[src/rtl/core/tpdf_pkg.sv]
package tpdf_pkg;

  // Field widths
  localparam int CH_W      = 4;
  localparam int TIME_W    = 53;
  localparam int RATE_W    = 10;
  localparam int CNT_W     = 16;
  localparam int REG_W     = 40;
  localparam int VERDICT_W = 4;
  localparam int TOL_W     = 14;
  localparam int CFG_IDX_W = 1;

  // Default geometry
  localparam int DEF_NUM_CHANNELS = 16;
  localparam int DEF_RING_DEPTH   = 64;

  // Register reset values
  localparam logic [REG_W-1:0] MAX_FUTURE_RST  = '0;
  localparam logic [REG_W-1:0] MAX_LATENCY_RST = 40'd500000000;

  // Rate bands and their start tolerances in microseconds
  localparam logic [RATE_W-1:0] RATE_BAND_LOW  = 10'd105;
  localparam logic [RATE_W-1:0] RATE_BAND_MID  = 10'd255;
  localparam logic [RATE_W-1:0] RATE_BAND_HIGH = 10'd505;
  localparam logic [RATE_W-1:0] RATE_BAND_TOP  = 10'd1005;
  localparam logic [TOL_W-1:0]  TOL_LOW        = 14'd15000;
  localparam logic [TOL_W-1:0]  TOL_MID        = 14'd4500;
  localparam logic [TOL_W-1:0]  TOL_HIGH       = 14'd2500;
  localparam logic [TOL_W-1:0]  TOL_TOP        = 14'd1500;

  typedef enum logic [VERDICT_W-1:0] {
    V_APPENDED      = 4'd0,
    V_BACKFILLED    = 4'd1,
    V_EMPTY         = 4'd2,
    V_EXPIRED       = 4'd3,
    V_FUTURE        = 4'd4,
    V_DUPLICATE     = 4'd5,
    V_SLIP          = 4'd6,
    V_RATE_MISMATCH = 4'd7,
    V_BAD_RATE      = 4'd8
  } verdict_e;

  typedef enum logic [CFG_IDX_W-1:0] {
    REG_MAX_FUTURE  = 1'b0,
    REG_MAX_LATENCY = 1'b1
  } cfg_reg_e;

  typedef enum logic [2:0] {
    S_IDLE,
    S_CHECK,
    S_SCAN,
    S_MOVE,
    S_DONE
  } seq_state_e;

  typedef struct packed {
    logic [TIME_W-1:0] start_time;
    logic [TIME_W-1:0] stop_time;
    logic [RATE_W-1:0] rate;
  } entry_t;

  typedef struct packed {
    logic [CH_W-1:0]   channel;
    logic [TIME_W-1:0] start_time;
    logic [TIME_W-1:0] end_time;
    logic [RATE_W-1:0] sample_rate;
    logic [CNT_W-1:0]  sample_count;
    logic [TIME_W-1:0] now_time;
  } pkt_t;

  typedef struct packed {
    logic     allowed;
    verdict_e verdict;
  } result_t;

  // Start tolerance for a rate, zero when the rate falls outside every band
  function automatic logic [TOL_W-1:0] tolerance_for(input logic [RATE_W-1:0] rate);
    logic [TOL_W-1:0] tol;
    priority if (rate < RATE_BAND_LOW)  tol = TOL_LOW;
    else if (rate < RATE_BAND_MID)      tol = TOL_MID;
    else if (rate < RATE_BAND_HIGH)     tol = TOL_HIGH;
    else if (rate < RATE_BAND_TOP)      tol = TOL_TOP;
    else                                tol = '0;
    return tol;
  endfunction

endpackage

[src/rtl/core/tpdf_seq.sv]
module tpdf_seq import tpdf_pkg::*; #(
  parameter int NUM_CHANNELS = DEF_NUM_CHANNELS,
  parameter int RING_DEPTH   = DEF_RING_DEPTH,
  parameter int ADDR_W       = $clog2(DEF_NUM_CHANNELS * DEF_RING_DEPTH)
) (
  input  logic              clk_i,
  input  logic              rst_ni,
  input  logic              pkt_valid_i,
  input  pkt_t              pkt_i,
  output logic              pkt_ready_o,
  input  logic [REG_W-1:0]  max_future_i,
  input  logic [REG_W-1:0]  max_latency_i,
  output logic              res_valid_o,
  output result_t           res_o,
  input  logic              res_ready_i,
  output logic              mem_we_o,
  output logic [ADDR_W-1:0] mem_waddr_o,
  output entry_t            mem_wdata_o,
  output logic [ADDR_W-1:0] mem_raddr_o,
  input  entry_t            mem_rdata_i
);

  localparam int IDX_W  = $clog2(RING_DEPTH);
  localparam int FILL_W = $clog2(RING_DEPTH + 1);
  localparam int CHI_W  = (NUM_CHANNELS > 1) ? $clog2(NUM_CHANNELS) : 1;

  seq_state_e        state_q, state_d;
  pkt_t              pkt_q, pkt_d;
  logic [CHI_W-1:0]  ch_q, ch_d, ch_mod;
  logic [FILL_W-1:0] n_q, n_d;
  logic [FILL_W-1:0] idx_q, idx_d;
  logic              pend_q, pend_d;
  logic [FILL_W-1:0] pend_idx_q, pend_idx_d;
  logic [FILL_W-1:0] pos_q, pos_d;
  logic              slip_q, slip_d;
  logic [FILL_W-1:0] left_q, left_d;
  logic              up_q, up_d;
  logic [FILL_W-1:0] wpos_q, wpos_d;
  verdict_e          verdict_q, verdict_d;
  logic [FILL_W-1:0] fill_q [NUM_CHANNELS];
  logic [FILL_W-1:0] fill_d [NUM_CHANNELS];

  logic [ADDR_W-1:0] base;
  logic [TOL_W-1:0]  tol;
  logic [TIME_W-1:0] diff;
  logic              dup, before_st, overlap, expired, future, full;
  logic [FILL_W-1:0] pos_n, n_cur;
  logic              slip_n;
  entry_t            new_entry;

  // Fold the channel onto the configured channel count
  always_comb begin
    ch_mod = '0;
    for (int k = 0; k < (1 << CH_W); k++) begin
      if (pkt_i.channel == CH_W'(k)) ch_mod = CHI_W'(k % NUM_CHANNELS);
    end
  end

  assign base  = ADDR_W'(ch_q * RING_DEPTH);
  assign tol   = tolerance_for(pkt_q.sample_rate);
  assign n_cur = fill_q[ch_q];
  assign full  = (n_q == FILL_W'(RING_DEPTH));

  assign new_entry.start_time = pkt_q.start_time;
  assign new_entry.stop_time  = pkt_q.end_time;
  assign new_entry.rate       = pkt_q.sample_rate;

  // Window tests against the current time
  assign expired = ({1'b0, pkt_q.end_time} + (TIME_W + 1)'(max_latency_i))
                   < {1'b0, pkt_q.now_time};
  assign future  = {1'b0, pkt_q.end_time}
                   > ({1'b0, pkt_q.now_time} + (TIME_W + 1)'(max_future_i));

  // Compare the stored entry that has just been read
  assign diff      = (pkt_q.start_time >= mem_rdata_i.start_time)
                     ? pkt_q.start_time - mem_rdata_i.start_time
                     : mem_rdata_i.start_time - pkt_q.start_time;
  assign dup       = diff < TIME_W'(tol);
  assign before_st = mem_rdata_i.start_time < pkt_q.start_time;
  assign overlap   = (pkt_q.start_time >= mem_rdata_i.start_time &&
                      pkt_q.start_time <= mem_rdata_i.stop_time) ||
                     (pkt_q.end_time >= mem_rdata_i.start_time &&
                      pkt_q.end_time <= mem_rdata_i.stop_time);
  assign pos_n     = pos_q + FILL_W'(before_st);
  assign slip_n    = slip_q | overlap;

  // Sequencer: check, scan the ring, shift, write the new entry
  always_comb begin
    state_d    = state_q;
    pkt_d      = pkt_q;
    ch_d       = ch_q;
    n_d        = n_q;
    idx_d      = idx_q;
    pend_d     = pend_q;
    pend_idx_d = pend_idx_q;
    pos_d      = pos_q;
    slip_d     = slip_q;
    left_d     = left_q;
    up_d       = up_q;
    wpos_d     = wpos_q;
    verdict_d  = verdict_q;
    fill_d     = fill_q;
    mem_we_o    = 1'b0;
    mem_waddr_o = base;
    mem_wdata_o = new_entry;
    mem_raddr_o = base + ADDR_W'(idx_q[IDX_W-1:0]);
    pkt_ready_o = (state_q == S_IDLE);
    res_valid_o = (state_q == S_DONE);

    unique case (state_q)
      S_IDLE: begin
        if (pkt_valid_i) begin
          pkt_d   = pkt_i;
          ch_d    = ch_mod;
          state_d = S_CHECK;
        end
      end

      S_CHECK: begin
        n_d    = n_cur;
        idx_d  = '0;
        pend_d = 1'b0;
        pos_d  = '0;
        slip_d = 1'b0;
        priority if (pkt_q.sample_count == '0) begin
          verdict_d = V_EMPTY;
          state_d   = S_DONE;
        end else if (expired) begin
          verdict_d = V_EXPIRED;
          state_d   = S_DONE;
        end else if (future) begin
          verdict_d = V_FUTURE;
          state_d   = S_DONE;
        end else if (n_cur == '0) begin
          if (tol == '0) begin
            verdict_d = V_BAD_RATE;
          end else begin
            mem_we_o     = 1'b1;
            fill_d[ch_q] = FILL_W'(1);
            verdict_d    = V_APPENDED;
          end
          state_d = S_DONE;
        end else begin
          state_d = S_SCAN;
        end
      end

      S_SCAN: begin
        pend_d = (idx_q < n_q);
        if (idx_q < n_q) idx_d = idx_q + FILL_W'(1);
        if (pend_q) begin
          priority if (mem_rdata_i.rate != pkt_q.sample_rate) begin
            verdict_d = V_RATE_MISMATCH;
            state_d   = S_DONE;
          end else if (tol == '0) begin
            verdict_d = V_BAD_RATE;
            state_d   = S_DONE;
          end else if (dup) begin
            verdict_d = V_DUPLICATE;
            state_d   = S_DONE;
          end else begin
            pos_d  = pos_n;
            slip_d = slip_n;
            if (idx_q == n_q) begin
              if (pos_n != n_q && slip_n) begin
                verdict_d = V_SLIP;
                state_d   = S_DONE;
              end else begin
                verdict_d = (pos_n == n_q) ? V_APPENDED : V_BACKFILLED;
                pend_d    = 1'b0;
                state_d   = S_MOVE;
                if (full) begin
                  // evict the oldest: slide the lower part down by one
                  up_d   = 1'b0;
                  idx_d  = FILL_W'(1);
                  left_d = (pos_n == '0) ? '0 : pos_n - FILL_W'(1);
                  wpos_d = (pos_n == '0) ? '0 : pos_n - FILL_W'(1);
                end else begin
                  // open a gap: slide the upper part up by one
                  up_d   = 1'b1;
                  idx_d  = n_q - FILL_W'(1);
                  left_d = n_q - pos_n;
                  wpos_d = pos_n;
                end
              end
            end
          end
        end
      end

      S_MOVE: begin
        pend_d = (left_q != '0);
        if (left_q != '0) begin
          idx_d      = up_q ? idx_q - FILL_W'(1) : idx_q + FILL_W'(1);
          left_d     = left_q - FILL_W'(1);
          pend_idx_d = idx_q;
        end
        if (pend_q) begin
          mem_we_o    = 1'b1;
          mem_wdata_o = mem_rdata_i;
          mem_waddr_o = base + ADDR_W'(up_q ? (pend_idx_q + FILL_W'(1)) :
                                              (pend_idx_q - FILL_W'(1)));
        end else if (left_q == '0) begin
          mem_we_o     = 1'b1;
          mem_waddr_o  = base + ADDR_W'(wpos_q[IDX_W-1:0]);
          fill_d[ch_q] = up_q ? n_q + FILL_W'(1) : n_q;
          state_d      = S_DONE;
        end
      end

      S_DONE: begin
        if (res_ready_i) state_d = S_IDLE;
      end

      default: state_d = S_IDLE;
    endcase
  end

  assign res_o.allowed = (verdict_q == V_APPENDED) || (verdict_q == V_BACKFILLED);
  assign res_o.verdict = verdict_q;

  // Control state
  always_ff @(posedge clk_i or negedge rst_ni) begin
    if (!rst_ni) begin
      state_q <= S_IDLE;
      pend_q  <= 1'b0;
      for (int c = 0; c < NUM_CHANNELS; c++) fill_q[c] <= '0;
    end else begin
      state_q <= state_d;
      pend_q  <= pend_d;
      fill_q  <= fill_d;
    end
  end

  // Working registers
  always_ff @(posedge clk_i) begin
    pkt_q      <= pkt_d;
    ch_q       <= ch_d;
    n_q        <= n_d;
    idx_q      <= idx_d;
    pend_idx_q <= pend_idx_d;
    pos_q      <= pos_d;
    slip_q     <= slip_d;
    left_q     <= left_d;
    up_q       <= up_d;
    wpos_q     <= wpos_d;
    verdict_q  <= verdict_d;
  end

endmodule

[config.mk]
export PLATFORM = sky130hd
export DESIGN_NAME = tpdf_seq
export DESIGN_NICKNAME = d
export VERILOG_FILES = /design/src/rtl/core/tpdf_pkg.sv /design/src/rtl/core/tpdf_seq.sv
export SDC_FILE = /design/constraint.sdc
export NUM_CORES = 2
export LEC_CHECK = 0
export ABC_AREA = 1
export BUFFER_PORTS_ARGS = -buffer_cell sky130_fd_sc_hd__buf_4
export CAP_MARGIN = 20
export CORE_MARGIN = 4
export CORE_UTILIZATION = 57
export CTS_BUF_LIST = sky130_fd_sc_hd__clkbuf_4 sky130_fd_sc_hd__clkbuf_8
export CTS_CLUSTER_SIZE = 40
export DETAILED_ROUTE_END_ITERATION = 8
export GPL_ROUTABILITY_DRIVEN = 1
export GPL_TIMING_DRIVEN = 0
export PLACE_DENSITY = 0.76
export SLEW_MARGIN = 20
export SYNTH_ARGS = -nofsm -noshare
export SYNTH_HDL_FRONTEND = slang
export SYNTH_SLANG_ARGS = --single-unit
[constraint.sdc]
create_clock -name clk_i -period 11.9 [get_ports clk_i]
set_clock_uncertainty 0.05 [all_clocks]
set_input_delay 0.595 -clock clk_i [delete_from_list [all_inputs] [get_ports clk_i]]
set_output_delay 0.595 -clock clk_i [all_outputs]
set_load 0.05 [all_outputs]
== Word level (Yosys, flattened, before mapping) ==
Index checks and enable logic that the tools add are counted.

* Register bits after elaboration: 352
* Output and inout port bits: 144
* Logic and storage cells: 266

* Add/sub/neg operators: 17
* $lt $le $gt $ge: 15
* Equal/unequal tests: 43
* Multiplexer cells: 116
* Bitwise gates (word level): 9
* Reductions and logical operators: 30

{| class="wikitable"
|+ Operator list
! operator !! count
|-
| 112-bit 2-to-1 mux || 7
|-
| 116-bit 2-to-1 mux || 2
|-
| 112-bit case mux with 2 select lines || 1
|-
| 7-bit 2-to-1 mux || 27
|-
| 112-bit bitwise mux || 1
|-
| 53-bit by 40-bit adder with 54-bit output || 2
|-
| 53-bit greater-or-equal comparator || 2
|-
| 53-bit less-or-equal comparator || 2
|-
| 53-bit subtractor || 2
|-
| 96-bit AND || 1
|-
| 96-bit inverter || 1
|-
| 4-bit 2-to-1 mux || 16
|-
| 3-bit 2-to-1 mux || 19
|-
| 53-bit by 54-bit > comparator with 1-bit output || 1
|-
| 54-bit by 53-bit < comparator with 1-bit output || 1
|-
| 53-bit by 14-bit < comparator with 1-bit output || 1
|-
| 53-bit < comparator || 1
|-
| 53-bit 2-to-1 mux || 1
|-
| 10-bit 2-to-1 mux || 4
|-
| 4-bit equality test, second input constant || 8
|-
| 2-bit inequality test, second input constant || 15
|-
| 7-bit binary-select mux with 4-bit select || 1
|-
| 7-bit demux with 4-bit select || 1
|-
| 7-bit case mux with 2 select lines || 2
|-
| other kinds (62) || 111
|}

== Logic depth before layout (Yosys ltp) ==
* Depth in word-level cells: 15
* Depth in mapped cells: 36
* Depth with buffers taken out: 34

== Worst setup path after synthesis ==
No wires, ideal clock.

* Path type: reg2reg
* From: register state_q[0]
* To: register ch_q[0] (enable)
* Arrival time: 9,234 ps
* Data required time: 11,108 ps
* Path slack: 1,874 ps
* Stages on the path, launching flop included: 6
* Path buffers: 0
* Clock period less this slack: 10,026 ps
* Cell sequence: dfrtp_1 -> nor2_1 -> inv_1 -> nor2_1 -> inv_1 -> nor2_1

* Word-level cells in the longest chain between the ends: 2

{| class="wikitable"
|+ Ends and longest elaborated chain
! item !! RTL line !! RTL
|-
| start: declaration || tpdf_seq.sv:27 || <nowiki>seq_state_e state_q, state_d;</nowiki>
|-
| start signal: assignment || tpdf_seq.sv:229 || <nowiki>state_q <= state_d;</nowiki>
|-
| 3-bit logical NOT || -- ||
|-
| via pkt_ready_o || tpdf_seq.sv:10 || <nowiki>output logic pkt_ready_o,</nowiki>
|-
| 2-bit AND reduction (no line) || -- ||
|-
| end signal: assignment || tpdf_seq.sv:238 || <nowiki>ch_q <= ch_d;</nowiki>
|-
| end: declaration || tpdf_seq.sv:29 || <nowiki>logic [CHI_W-1:0] ch_q, ch_d, ch_mod;</nowiki>
|}

The timed path passes the listed nets, and every way through them passes these cells.
A chain may end at the register's enable or synchronous reset.

== Worst setup path after layout ==
* From: register pkt_q[0] (netlist name)
* To: output port mem_we_o

* Word-level cells in the longest chain between the ends: 6

{| class="wikitable"
|+ Ends and longest elaborated chain
! item !! RTL line !! RTL
|-
| start: declaration || tpdf_seq.sv:28 || <nowiki>pkt_t pkt_q, pkt_d;</nowiki>
|-
| start signal: assignment || tpdf_seq.sv:237 || <nowiki>pkt_q <= pkt_d;</nowiki>
|-
| 53-bit by 40-bit adder with 54-bit output || tpdf_seq.sv:72 || <nowiki>> ({1'b0, pkt_q.now_time} + (TIME_W + 1)'(max_future_i));</nowiki>
|-
| 53-bit by 54-bit > comparator with 1-bit output || tpdf_seq.sv:72 ||
|-
| 1-bit 2-to-1 mux || tpdf_seq.sv:131 || <nowiki>end else if (future) begin</nowiki>
|-
| 1-bit 2-to-1 mux (*) || tpdf_seq.sv:128 || <nowiki>end else if (expired) begin</nowiki>
|-
| 1-bit 2-to-1 mux (*) || tpdf_seq.sv:125 || <nowiki>priority if (pkt_q.sample_count == '0) begin</nowiki>
|-
| 1-bit case mux with 2 select lines (*) || tpdf_seq.sv:110 || <nowiki>unique case (state_q)</nowiki>
|-
| end: declaration || tpdf_seq.sv:16 || <nowiki>output logic mem_we_o,</nowiki>
|}

Every way passes the cells marked *; elsewhere a longest branch is shown, timed or not.

==> flow_summary.toml <==
[run_status]
status = "complete, no violations"

[final_layout]
fin_cells = 7067
layout-drive-gt1-share_pct = 11.7
nNetsFinal = 7022
fin_util_pct = 69.3
fill_cells = 5627
syn_to_final_growth_pct = 20.4

[die]
initial_core_util_pct = 57.6
rows = 93
die_w_um = 263
core_mm2 = 0.0645
io_pins = 533
die_area_mm2 = 0.0692
die_h_um = 263

[yosys]
synthTopCellsByArea = "edfxtp_1, ha_1, nand2_1, inv_1, dfrtp_1"
syn_inst = 5452
syn_avg_cell_area_um2 = 6.81
yosys_warnings = 0
seq_area_frac_synth_pct = 26.9
synthTopCellsByCount = "nand2_1, inv_1, ha_1"
synth_nets = 6331
yosysMostFrequentCell = "nand2_1"
synth-edff-count = 236
ys_async_sr_fraction_pct = 33.0
synth_top_area_share_pct = 19.1
yosys.area.top_type = "edfxtp_1"
netlist_area_mm2 = 0.0371
yosysUniqueCellTypes = 66
synthFlopType = "edfxtp_1"
synth-seq-cells = 352

[worst_setup_path]
cp-start-kind = "flop"
critical_path.endpoint_type = "output port"
worst_ep_arrival_time_ps = 8080
path_class = "reg -> out"
critPathRequiredTime_ps = 11260
critPathMaxFanout = 4

[routing]
vias_per_cell = 5.91
wire_per_inst_um = 22.1
drtPass1Iterations = 8
vias = 41700
drcViolationCount = 0
ant_nets = 0
routed_wl_um = 156000
first_iter_violations = 5014

[clocking]
root_buffer = "clkbuf_8"
cts_made_buffers = 61
cts.path.max_buffers = 3
cts_tree = "yes"
htree_num_levels = 2
path_clk_slew_ps = 60
cts_sinks = 352
ctsResizeCount = 0
clkLatencyLatePin_ps = 720

[power_and_ir_drop]
irDropWorstVdd_mv = 0.147
power_frac_seq_pct = 25.1
power_leakage_nw = 23.1
p_per_area_mw_per_mm2 = 189
switching_power_mw = 4.37
switching_share_pct = 51.7
internal_power_mw = 4.08
clock_power_share_pct = 14.8
comb_power_share_pct = 60.1

[global_routing]
grt.overflow.total = 0
grt_usage_pct = 43.0
antenna_found_initial = 22
grt_pass1_wl_um = 231000
grt_pass1_vias = 39700
grt_max_degree = 81

[timing]
timing.final.crit_share_pct = 73.3
layout_setup_ws_ps = 3170
maxSlewViolCount = 0
hold_viol = 0
finalSetupViolCount = 0
max_slew_margin_pct = 23.3
finalCriticalPeriod_ps = 8730
rsz0062_at_grt = "false"
worst_slew_pin_slew_ps = 1150
hold_slack_ps = 18.8
fmax_mhz = 115

[hold_path]
hold_path.class = "in -> reg"

[run]
drv_cap = 0

[place]
place.gp.congestion = 1.08
io_buffers = 528
dpl.hpwl_um = 128000
post-place-ws_ps = 3910
dp_cells = 6844
## metal layers
metal	part of all wire, %	vias to the layer above	GRT usage, %	wire length, µm
met5	0.044	-	0	69
met4	6.0	10	21.5	9390
met3	13	511	11.6	20800
met2	43	2612	65.1	66400
met1	38	19100	56.8	59400
li1	-	19500	-	-
## placed cells by master (no fill, tap or decap), drive strengths merged, types with 25 or more instances in the layout
| master | instances |
|---|---|
| nand3 | 208 |
| inv | 852 |
| buf | 572 |
| clkbuf | 155 |
| a22oi | 46 |
| xnor2 | 50 |
| nor2 | 452 |
| nor4 | 28 |
| xor2 | 103 |
| o21bai | 25 |
| edfxtp | 236 |
| dlygate4sd3 | 91 |
| o21ai | 354 |
| ha | 486 |
| nand2 | 1614 |
| nor3 | 49 |
| nand4 | 135 |
| a31oi | 42 |
| a21oi | 408 |
| dfrtp | 116 |
## through the flow
| step | total power [mW] | instance area, µm² | setup TNS [ps] |
|---|---|---|---|
| floorplan | 5.39 | 37100 | 0 |
| global placement | 6.91 | 42100 | -229600 |
| detailed placement | 6.97 | 42400 | 0 |
| CTS | 8.25 | 44600 | 0 |
| global route | 8.98 | 44700 | 0 |
| finish | 8.45 | 44700 | 0 |
## power by group through the flow
stage               logic [mW]  clock network (mW)  registers (mW)
global route              5.55                1.30            2.13
floorplan                 3.37                   0            2.02
CTS                       4.91                1.25            2.09
global placement          4.72                   0            2.19
detailed placement        4.86                   0            2.11
finish                    5.08                1.25            2.12
## state kept, by name (all words and copies together), names as in the netlist, 7 cells and up
register / count
idx_q: 7
pkt_q: 69
left_q: 7
pend_idx_q: 7
new_entry: 116
n_q: 7
fill_q: 112
pos_q: 7
## layout make-up
class | count | area, µm² | area share (%)
Clock buffer | 98 | 1200 | 2.68
Tap cell | 855 | 1070 | 2.40
Inverter | 855 | 3210 | 7.19
Buffer | 92 | 424 | 0.950
Antenna cell | 18 | 45.0 | 0.101
Multi-Input combinational cell | 4153 | 23500 | 52.6
Timing Repair Buffer | 628 | 5060 | 11.3
Clock inverter | 16 | 151 | 0.339
Sequential cell | 352 | 9990 | 22.4
## logic make-up (layout without fill, tap and decap cells)
kind of cell	after synthesis	count (layout)	share of synthesized area, %
XOR/XNOR	153	153	3.61
other	0	18	0
AND/OR/NAND/NOR	2522	2522	28.2
AO/OA/AOI/OAI	988	988	14.9
buffers and inverters	947	1689	9.79
flip-flops	352	352	26.9
adder cells (fa/ha/maj)	490	490	16.6
## final timing paths
| kind | cells past startpoint | slack (ps) | end | start |
|---|---|---|---|---|
| max | 27 | 3170 | mem_we_o | pkt_q[0] |
| min in group asynchronous | 2 | 340 | state_q[2] | rst_ni |
| max in group asynchronous | 3 | 10690 | fill_q[54] | rst_ni |
| min | 1 | 20 | new_entry[81] | pkt_i[150] |
| max reg2reg | 30 | 3740 | fill_q[18] | pkt_q[0] |
| min reg2reg | 2 | 430 | fill_q[87] | fill_q[87] |
## critical path: stages, from the launching register on
cell	delay [ps]
edfxtp_1	430
ha_1	200
inv_1	50
fa_1	390
o21ai_0	390
a21oi_1	260
inv_1	120
nand2_1	60
nand2_1	120
a21oi_1	140
o21ai_0	340
a21oi_1	180
o31ai_1	550
nand2_1	160
o21ai_0	500
nand2_1	130
xor2_1	170
ha_1	270
inv_1	40
nor4b_1	920
nor3b_1	320
nand4_1	200
nand2_1	110
a21oi_1	40
nand3_1	390
nand2_1	220
o31ai_1	370
buf_4	270
## repair_timing
| item | CTS | global route |
|---|---|---|
| hold buffers | 91 | 0 |
| endpoints found under the hold margin | 126 | 0 |
| setup buffers | 0 | 0 |
Power figures use the tool's default switching activity.
